--- config.mk ---
export PLATFORM = sky130hd
export DESIGN_NAME = pcpp_queue
export DESIGN_NICKNAME = d
export VERILOG_FILES = /design/src/rtl/pcpp_pkg.sv /design/src/rtl/pcpp_queue.sv
export SDC_FILE = /design/constraint.sdc
export NUM_CORES = 1
export LEC_CHECK = 0
export BUFFER_PORTS_ARGS = -buffer_cell sky130_fd_sc_hd__buf_2
export CAP_MARGIN = 20
export CORE_MARGIN = 2
export CORE_UTILIZATION = 30
export DETAILED_ROUTE_END_ITERATION = 10
export GPL_TIMING_DRIVEN = 0
export PLACE_DENSITY_LB_ADDON = 0.1
export SYNTH_ARGS = -nofsm -noshare
export SYNTH_HDL_FRONTEND = slang
export SYNTH_SLANG_ARGS = --single-unit
export TNS_END_PERCENT = 100
--- constraint.sdc ---
create_clock -name clock -period 11.85 [get_ports clock]
set_input_delay 1.7775 -clock clock [delete_from_list [all_inputs] [get_ports clock]]
set_output_delay 1.7775 -clock clock [all_outputs]
set_load 0.05 [all_outputs]
--- src/rtl/pcpp_pkg.sv ---
// Shared types, constants and codes for the path command to pen point block.
// Used by the front end, the command queue, the point generator and the top level.
package pcpp_pkg;

   localparam int CURVE_STEPS = 32;
   localparam int STEP_LOG2   = $clog2(CURVE_STEPS);
   localparam int IDX_W       = $clog2(CURVE_STEPS + 1);
   localparam int COORD_W     = 24;
   localparam int ACC_W       = 48;
   localparam int PROD_W      = 49;
   localparam int PLOT_W      = 10;
   localparam int RESULT_CAP  = 32;
   localparam int MAX_INNER   = RESULT_CAP - 1;
   localparam int CNT_W       = $clog2(RESULT_CAP);

   localparam logic [3:0] OP_MOVE    = 4'd0;
   localparam logic [3:0] OP_LINE    = 4'd1;
   localparam logic [3:0] OP_QUAD    = 4'd2;
   localparam logic [3:0] OP_SQUAD   = 4'd3;
   localparam logic [3:0] OP_CUBIC   = 4'd4;
   localparam logic [3:0] OP_SCUBIC  = 4'd5;
   localparam logic [3:0] OP_CLOSE   = 4'd6;
   localparam logic [3:0] OP_RECT    = 4'd7;
   localparam logic [3:0] OP_LELEM   = 4'd8;

   localparam logic CSR_SCALE    = 1'b0;
   localparam logic CSR_MIN_STEP = 1'b1;

   typedef logic signed [COORD_W-1:0] coord_type;

   typedef enum logic [2:0] {
      CLS_MOVE,
      CLS_LINE,
      CLS_CLOSE,
      CLS_RECT,
      CLS_LELEM,
      CLS_QUAD,
      CLS_CUBIC
   } cls_type;

   typedef struct packed {
      cls_type   cls;
      coord_type p0x;
      coord_type p0y;
      coord_type c1x;
      coord_type c1y;
      coord_type c2x;
      coord_type c2y;
      coord_type ex;
      coord_type ey;
   } cmd_type;

   typedef struct packed {
      logic [23:0] scale;
      logic [15:0] min_step;
   } cfg_type;

   typedef struct packed {
      logic       full;
      logic       empty;
      logic [1:0] count;
   } qstat_type;

endpackage

--- src/rtl/pcpp_queue.sv ---
// Two-entry command queue between the front end and the point generator.
// Depends on pcpp_pkg for the command record.
module pcpp_queue (
   input  logic                clock,
   input  logic                reset,
   input  logic                push,
   input  pcpp_pkg::cmd_type   push_cmd,
   input  logic                pop,
   output pcpp_pkg::cmd_type   pop_cmd,
   output pcpp_pkg::qstat_type stat
);
   import pcpp_pkg::*;

   cmd_type    mem_ff [2];
   logic       wr_ptr_ff, rd_ptr_ff;
   logic [1:0] count_ff, count_in;

   assign stat.count = count_ff;
   assign stat.full  = (count_ff == 2'd2);
   assign stat.empty = (count_ff == 2'd0);
   assign pop_cmd    = mem_ff[rd_ptr_ff];

   always_comb begin
      count_in = count_ff;
      if (push && !pop) begin
         count_in = count_ff + 2'd1;
      end else if (pop && !push) begin
         count_in = count_ff - 2'd1;
      end
   end

   always_ff @(posedge clock) begin
      if (push) begin
         mem_ff[wr_ptr_ff] <= push_cmd;
      end
   end

   always_ff @(posedge clock) begin
      if (reset) begin
         wr_ptr_ff <= 1'b0;
         rd_ptr_ff <= 1'b0;
         count_ff  <= 2'd0;
      end else begin
         if (push) begin
            wr_ptr_ff <= !wr_ptr_ff;
         end
         if (pop) begin
            rd_ptr_ff <= !rd_ptr_ff;
         end
         count_ff <= count_in;
      end
   end

endmodule

==> results of run 1 <==
==> area by class of cell <==
class                   count  share of cell area (%)
flip-flops and latches    395                   61.05
clock inverters            22                  0.6984
well taps                 664                   4.294
plain buffers              22                   1.151
clock buffers              59                   6.312
diodes                      3                 0.03880
multi-input cells         211                   14.84
repair buffers            408                   11.60
inverters                   1                 0.01940
==> critical path, cell delays in order, from the launching register on <==
cell and delay, ps:
sky130_fd_sc_hd__dfxtp_1 320, sky130_fd_sc_hd__buf_6 120, sky130_fd_sc_hd__buf_6 230, sky130_fd_sc_hd__buf_6 230
sky130_fd_sc_hd__mux2_4 310, sky130_fd_sc_hd__buf_2 230
==> registers in the layout (all words and copies together), names as in the netlist, named ones only <==
register / count
count_ff: 2
wr_ptr_ff: 1
mem_ff: 390
rd_ptr_ff: 1
==> logic make-up after synthesis <==
| group | share of synthesized area [%] |
|---|---|
| AOI/OAI and AO/OA | 0.06712 |
| and+or+nand+nor | 0.2940 |
| xor gates and xnor gates | 0.2352 |
| DFF | 79.28 |
| buffers and inverters | 1.520 |
| adders and majority gates | 0.08397 |
| muxes | 18.52 |
==> metal layers <==
layer | track usage (%) | part of all wire, % | up-vias
met1 | 15.00 | 39 | 3695
met4 | 5.369 | 2.8 | 8
met2 | 21.22 | 50 | 222
li1 | - | - | 3432
met5 | 0 | 0.16 | -
met3 | 4.419 | 7.9 | 64
==> power by group through the flow <==
| stage | sequential, mW | clock (mW) | combinational [mW] |
|---|---|---|---|
| final | 1.65 | 1.28 | 0.642 |
| after global routing | 1.66 | 1.38 | 0.674 |
| after CTS | 1.65 | 1.33 | 0.655 |
| after detailed placement | 1.68 | 0 | 0.654 |
| after global placement | 1.72 | 0 | 0.636 |
| after floorplan | 1.70 | 0 | 0.472 |
==> stage by stage <==
step,setup TNS [ps],power [mW],setup slack (ps),std cells,area (um2)
floorplan,0,2.174,885.8,629,14900
global placement,-1232580,2.356,-6332,1690,17720
detailed placement,0,2.334,8181,1701,17980
CTS,0,3.634,7949,1782,19340
global route,0,3.711,7939,1784,19340
finish,0,3.572,8056,1785,19350
==> worst max path at each step <==
| stage | cells after the start | endpoint | startpoint | slack, ps |
|---|---|---|---|---|
| after floorplan | 1 | mem_ff[0][0]$_DFFE_PP_ | push | 890 |
| after global placement | 2 | mem_ff[0][62]$_DFFE_PP_ | push | -6330 |
| after detailed placement | 5 | mem_ff[0][60]$_DFFE_PP_ | push | 8180 |
| after CTS | 5 | pop_cmd[99] | flop | 7950 |
| after global routing | 5 | pop_cmd[100] | flop | 7940 |
| final | 5 | pop_cmd[99] | flop | 8060 |
==> cells in the final DEF, fill, tap and decap left out, drive strengths merged <==
cell | synthesis | routed
buf | 22 | 430
edfxtp | 390 | 390
mux2 | 195 | 195
clkbuf | 0 | 59
clkinv | 0 | 17
nor2 | 5 | 5
dfxtp | 5 | 5
diode | 0 | 3
inv | 1 | 3
xor2 | 2 | 2
xnor2 | 2 | 2
clkinvlp | 0 | 2
nor2b | 2 | 2
and2 | 1 | 1
o21ai | 1 | 1
or3 | 1 | 1
a21oi | 1 | 1
ha | 1 | 1
bufinv | 0 | 1
==> qor.csv, run 1 <==
metric,value,unit
run status,finished clean,
library cell used as clock root buffer,sky130_fd_sc_hd__clkbuf_16,
register-to-register setup slack,9850,ps
final setup violation count,0,
part of the Yosys area used for sequential elements,79.28,%
RR Endpoint,mem_ff[0][66]$_DFFE_PP_,
count of flip-flops with a built-in enable after synthesis,390,
clock slew at the register clock pins of the worst setup and hold paths,60,ps
final core area utilization,39.52,%
sinks on the clock net,395,
Mapped Avg Cell Area,23.69,um2
synth top area cells,"sky130_fd_sc_hd__edfxtp_1 79%, sky130_fd_sc_hd__mux2_4 15%, sky130_fd_sc_hd__mux2_2 3.4%, sky130_fd_sc_hd__buf_6 1.4%, sky130_fd_sc_hd__dfxtp_1 0.67%",
portion of total power attributed to combinational logic,18.0,%
yosys synthesis warning count,0,
CTS buffer count,45,
via count of the first global-routing pass,7624,
final period utilization,32.02,%
critical path launch point type,flop,
cell area after technology mapping,14900,um2
clock power share,35.8,%
most common cell in the netlist,sky130_fd_sc_hd__edfxtp_1,
most used flip-flop cell after synthesis,sky130_fd_sc_hd__edfxtp_1,
leakage,7.517,nW
peak fanout along the critical path,10,
worst r2r path cells,4,
drt first-iter violations,310,
transition time at the pin with the least slew margin,841.9,ps
classification of the worst-slack hold path,reg2reg,
die span in y,226.8,um
switching power,988.4,uW
worst reg2reg path startpoint,wr_ptr_ff$_SDFFE_PP0P_,
wire length of the first global-routing pass,48020,um
number of antenna violations at the first check in global routing,8,
post-synth net total,829,
final routed wirelength across all metal layers,33740,um
Die Footprint,51460,um2
CTS-repair resized insts,0,
#FFs+latches synth,395,
setup repair after global routing missed its margin,no,
number of nets in the final layout,1284,
CTS H-tree lvls,2,
fin crit period,3794,ps
number of hold violations in the final report,0,
clock latency reported for the late side of the worst-skew pair,550,ps
number of top-level pins,398,
area growth from synthesis to layout,29.86,%
count of cell types in the netlist,16,
startpoint of the lowest-slack hold path,rd_ptr_ff$_SDFFE_PP0P_,
proportion of synthesized flip-flops having asynchronous set or reset,0,%
vias after detailed routing,7421,
leading area contributor after synthesis,sky130_fd_sc_hd__edfxtp_1,
"Arr. time, crit path",2020,ps
effective utilization at floorplan,30.43,%
TritonCTS clock tree,yes,
number of slew-limit violations in the final report,0,
register share of total power,46.2,%
Hold Slack,516.0,ps
number of optimization iterations in the first detailed-route pass,4,
hold path cells,2,
Avg Vias per Cell,4.157,
Pint,2.583,mW
# fillers,4597,
critical path required time,10070,ps
number of buffers inserted by post-CTS setup repair,0,
count of nets left with antenna violations after detail routing,0,
worst min-delay path endpoint,rd_ptr_ff$_SDFFE_PP0P_,
Std-Cell Rows,81,
maximum number of pins on one net before global-route repair,58,
number of max-cap violations,0,
# port buffers,397,
routed wirelength normalized by instance count,18.90,um
WS Path Type,reg2out,
die extent in x,226.8,um
storage element area,11810,um2
area share of the largest cell type after synthesis,78.61,%
Peak Freq,263.6,MHz
Max transition margin,43.87,%
Switching Share,27.67,%
GRT Overall Usage,12.76,%
global-route congestion overflow total,0,
ratio of cells with drive above 1 in the final layout,61.36,%
gate count of the mapped netlist,629,
PwrDens,184.6,nW/um2
hold buffers post-CTS,0,
area used by multi-input combinational logic,2870,um2
gp weighted congestion,0.7003,
standard cell core area,48950,um2
Longest Clk Path Bufs,3,
post-route DRC violation count,0,
Worst Setup End Kind,primary output,
most common library cells after synthesis,"390 x sky130_fd_sc_hd__edfxtp_1, 150 x sky130_fd_sc_hd__mux2_4, 45 x sky130_fd_sc_hd__mux2_2",
worst setup skew after layout,10.29,ps
worst vdd ir,0.09869,mV
placed wire-length estimate,23520,um
(Power assumes the default switching activity.)
==> inputs of run 2 (changes only) <==
==> constraint.sdc (replaced) <==
create_clock -name clock -period 3.2 [get_ports clock]
set_input_delay 0.48 -clock clock [delete_from_list [all_inputs] [get_ports clock]]
set_output_delay 0.48 -clock clock [all_outputs]
set_load 0.05 [all_outputs]
==> run 2 against run 1 <==
Setup slack got worse by 7400 ps. Design area down 0.62%. Largest power group unchanged. Largest cell class unchanged. Combinational power grew to 3.7 times the previous value. Highest routed layer unchanged. Clock skew is 2.3 ps lower.
==> qor.csv, run 2 (same netlist as run 1, synthesis figures left out) <==
metric,value,unit
run status,finished clean,
library cell used as clock root buffer,sky130_fd_sc_hd__clkbuf_16,
final core area utilization,39.28,%
transition time at the pin with the least slew margin,688.5,ps
Avg Vias per Cell,4.158,
final setup violation count,0,
Peak Freq,400.7,MHz
critical path required time,2720,ps
clock slew at the register clock pins of the worst setup and hold paths,60,ps
critical path launch point type,flop,
number of nets in the final layout,1284,
Die Footprint,51460,um2
maximum number of pins on one net before global-route repair,56,
CTS H-tree lvls,2,
final design instance area without fill,19230,um2
leakage,7.469,nW
CTS buffer count,45,
CTS-repair resized insts,0,
most frequent standard cell in the layout excluding fill and tap cells,sky130_fd_sc_hd__buf_2,
die extent in x,226.8,um
final routed wirelength across all metal layers,33560,um
worst setup skew after layout,7.949,ps
die span in y,226.8,um
number of slew-limit violations in the final report,0,
placed wire-length estimate,23180,um
number of buffers inserted by post-CTS setup repair,0,
PwrDens,672.2,nW/um2
sinks on the clock net,395,
number of hold violations in the final report,0,
WS Path Type,reg2out,
"Arr. time, crit path",2020,ps
Worst Setup End Kind,primary output,
TritonCTS clock tree,yes,
number of max-cap violations,0,
"flip-flop count of the largest register, all copies and words added",390,
final sum of negative setup slack,0,ps
standard cell core area,48950,um2
drt first-iter violations,270,
clock latency reported for the late side of the worst-skew pair,550,ps
Longest Clk Path Bufs,3,
routed wirelength normalized by instance count,18.90,um
# port buffers,397,
fin crit period,2496,ps
area growth from synthesis to layout,29.06,%
# fillers,4580,
worst vdd ir,0.4050,mV
final period utilization,77.99,%
peak fanout along the critical path,10,
most used cells in the layout excluding fill and tap cells,"401 x sky130_fd_sc_hd__buf_2, 390 x sky130_fd_sc_hd__edfxtp_1, 150 x sky130_fd_sc_hd__mux2_4",
count of nets left with antenna violations after detail routing,0,
GRT Overall Usage,12.61,%
total power after layout,12.92,mW
number of antenna violations at the first check in global routing,9,
ratio of cells with drive above 1 in the final layout,61.37,%
Top Registers,"mem_ff: 390 flops, count_ff: 2 flops",
Reg with most FFs,mem_ff,
vias after detailed routing,7384,
classification of the worst-slack hold path,in2reg,
effective utilization at floorplan,30.43,%
post-route DRC violation count,0,
number of top-level pins,398,
hold path cells,1,
number of optimization iterations in the first detailed-route pass,4,
hold buffers post-CTS,0,
Std-Cell Rows,81,
instance area at placement,17980,um2
via count of the first global-routing pass,7718,
global-route congestion overflow total,0,
wire length of the first global-routing pass,47630,um
setup repair after global routing missed its margin,no,
worst r2r path cells,3,
Max transition margin,54.10,%
gp weighted congestion,0.6807,
[run 2: worst paths after layout]
path,start,endpoint,slack (ps)
setup / recovery,flop,pop_cmd[74],700
hold reg to reg,rd_ptr_ff$_SDFFE_PP0P_,rd_ptr_ff$_SDFFE_PP0P_,510
setup reg to reg,wr_ptr_ff$_SDFFE_PP0P_,mem_ff[1][93]$_DFFE_PP_,1130
hold / removal,push_cmd[130],mem_ff[1][130]$_DFFE_PP_,110
[run 2: layout make-up]
class	count	area [um2]	area share, %
sequential	395	11810	61.43
multi-input combinational	211	2870	14.93
timing repair buffer	408	2245	11.67
clock buffer	50	1145	5.954
tap	664	830.8	4.321
buffer	22	222.7	1.158
clock inverter	21	88.84	0.4620
antenna	4	10.01	0.05206
inverter	1	3.754	0.01952
[run 2: where the power goes]
group          switching [mW]  internal, mW  leakage, nW
logic                    1.61         0.764         3.16
registers              0.0689          6.04         3.70
clock network            1.91          2.53        0.612
total                    3.59          9.33         7.47
[run 2: metal layers]
layer  track usage, %  share of wire (%)
met5                0               0.12
met4            4.775                2.4
met3            5.261                8.9
met2            21.12                 50
met1            14.31                 39
[run 2: stage by stage]
step	cells	hold slack, ps	worst slack, ps
6_report	1776	112.4	704.2
2_1_floorplan	629	479.9	-634.6
4_1_cts	1772	65.70	600.0
5_1_grt	1774	79.29	586.9
3_5_place_dp	1701	507.0	799.4
3_3_place_gp	1690	504.8	-3040
[run 2: critical path, stage by stage, from the launching register on]
cell                      delay (ps)
sky130_fd_sc_hd__dfxtp_1         320
sky130_fd_sc_hd__buf_6           130
sky130_fd_sc_hd__buf_6           220
sky130_fd_sc_hd__buf_6           230
sky130_fd_sc_hd__mux2_4          320
sky130_fd_sc_hd__buf_2           230
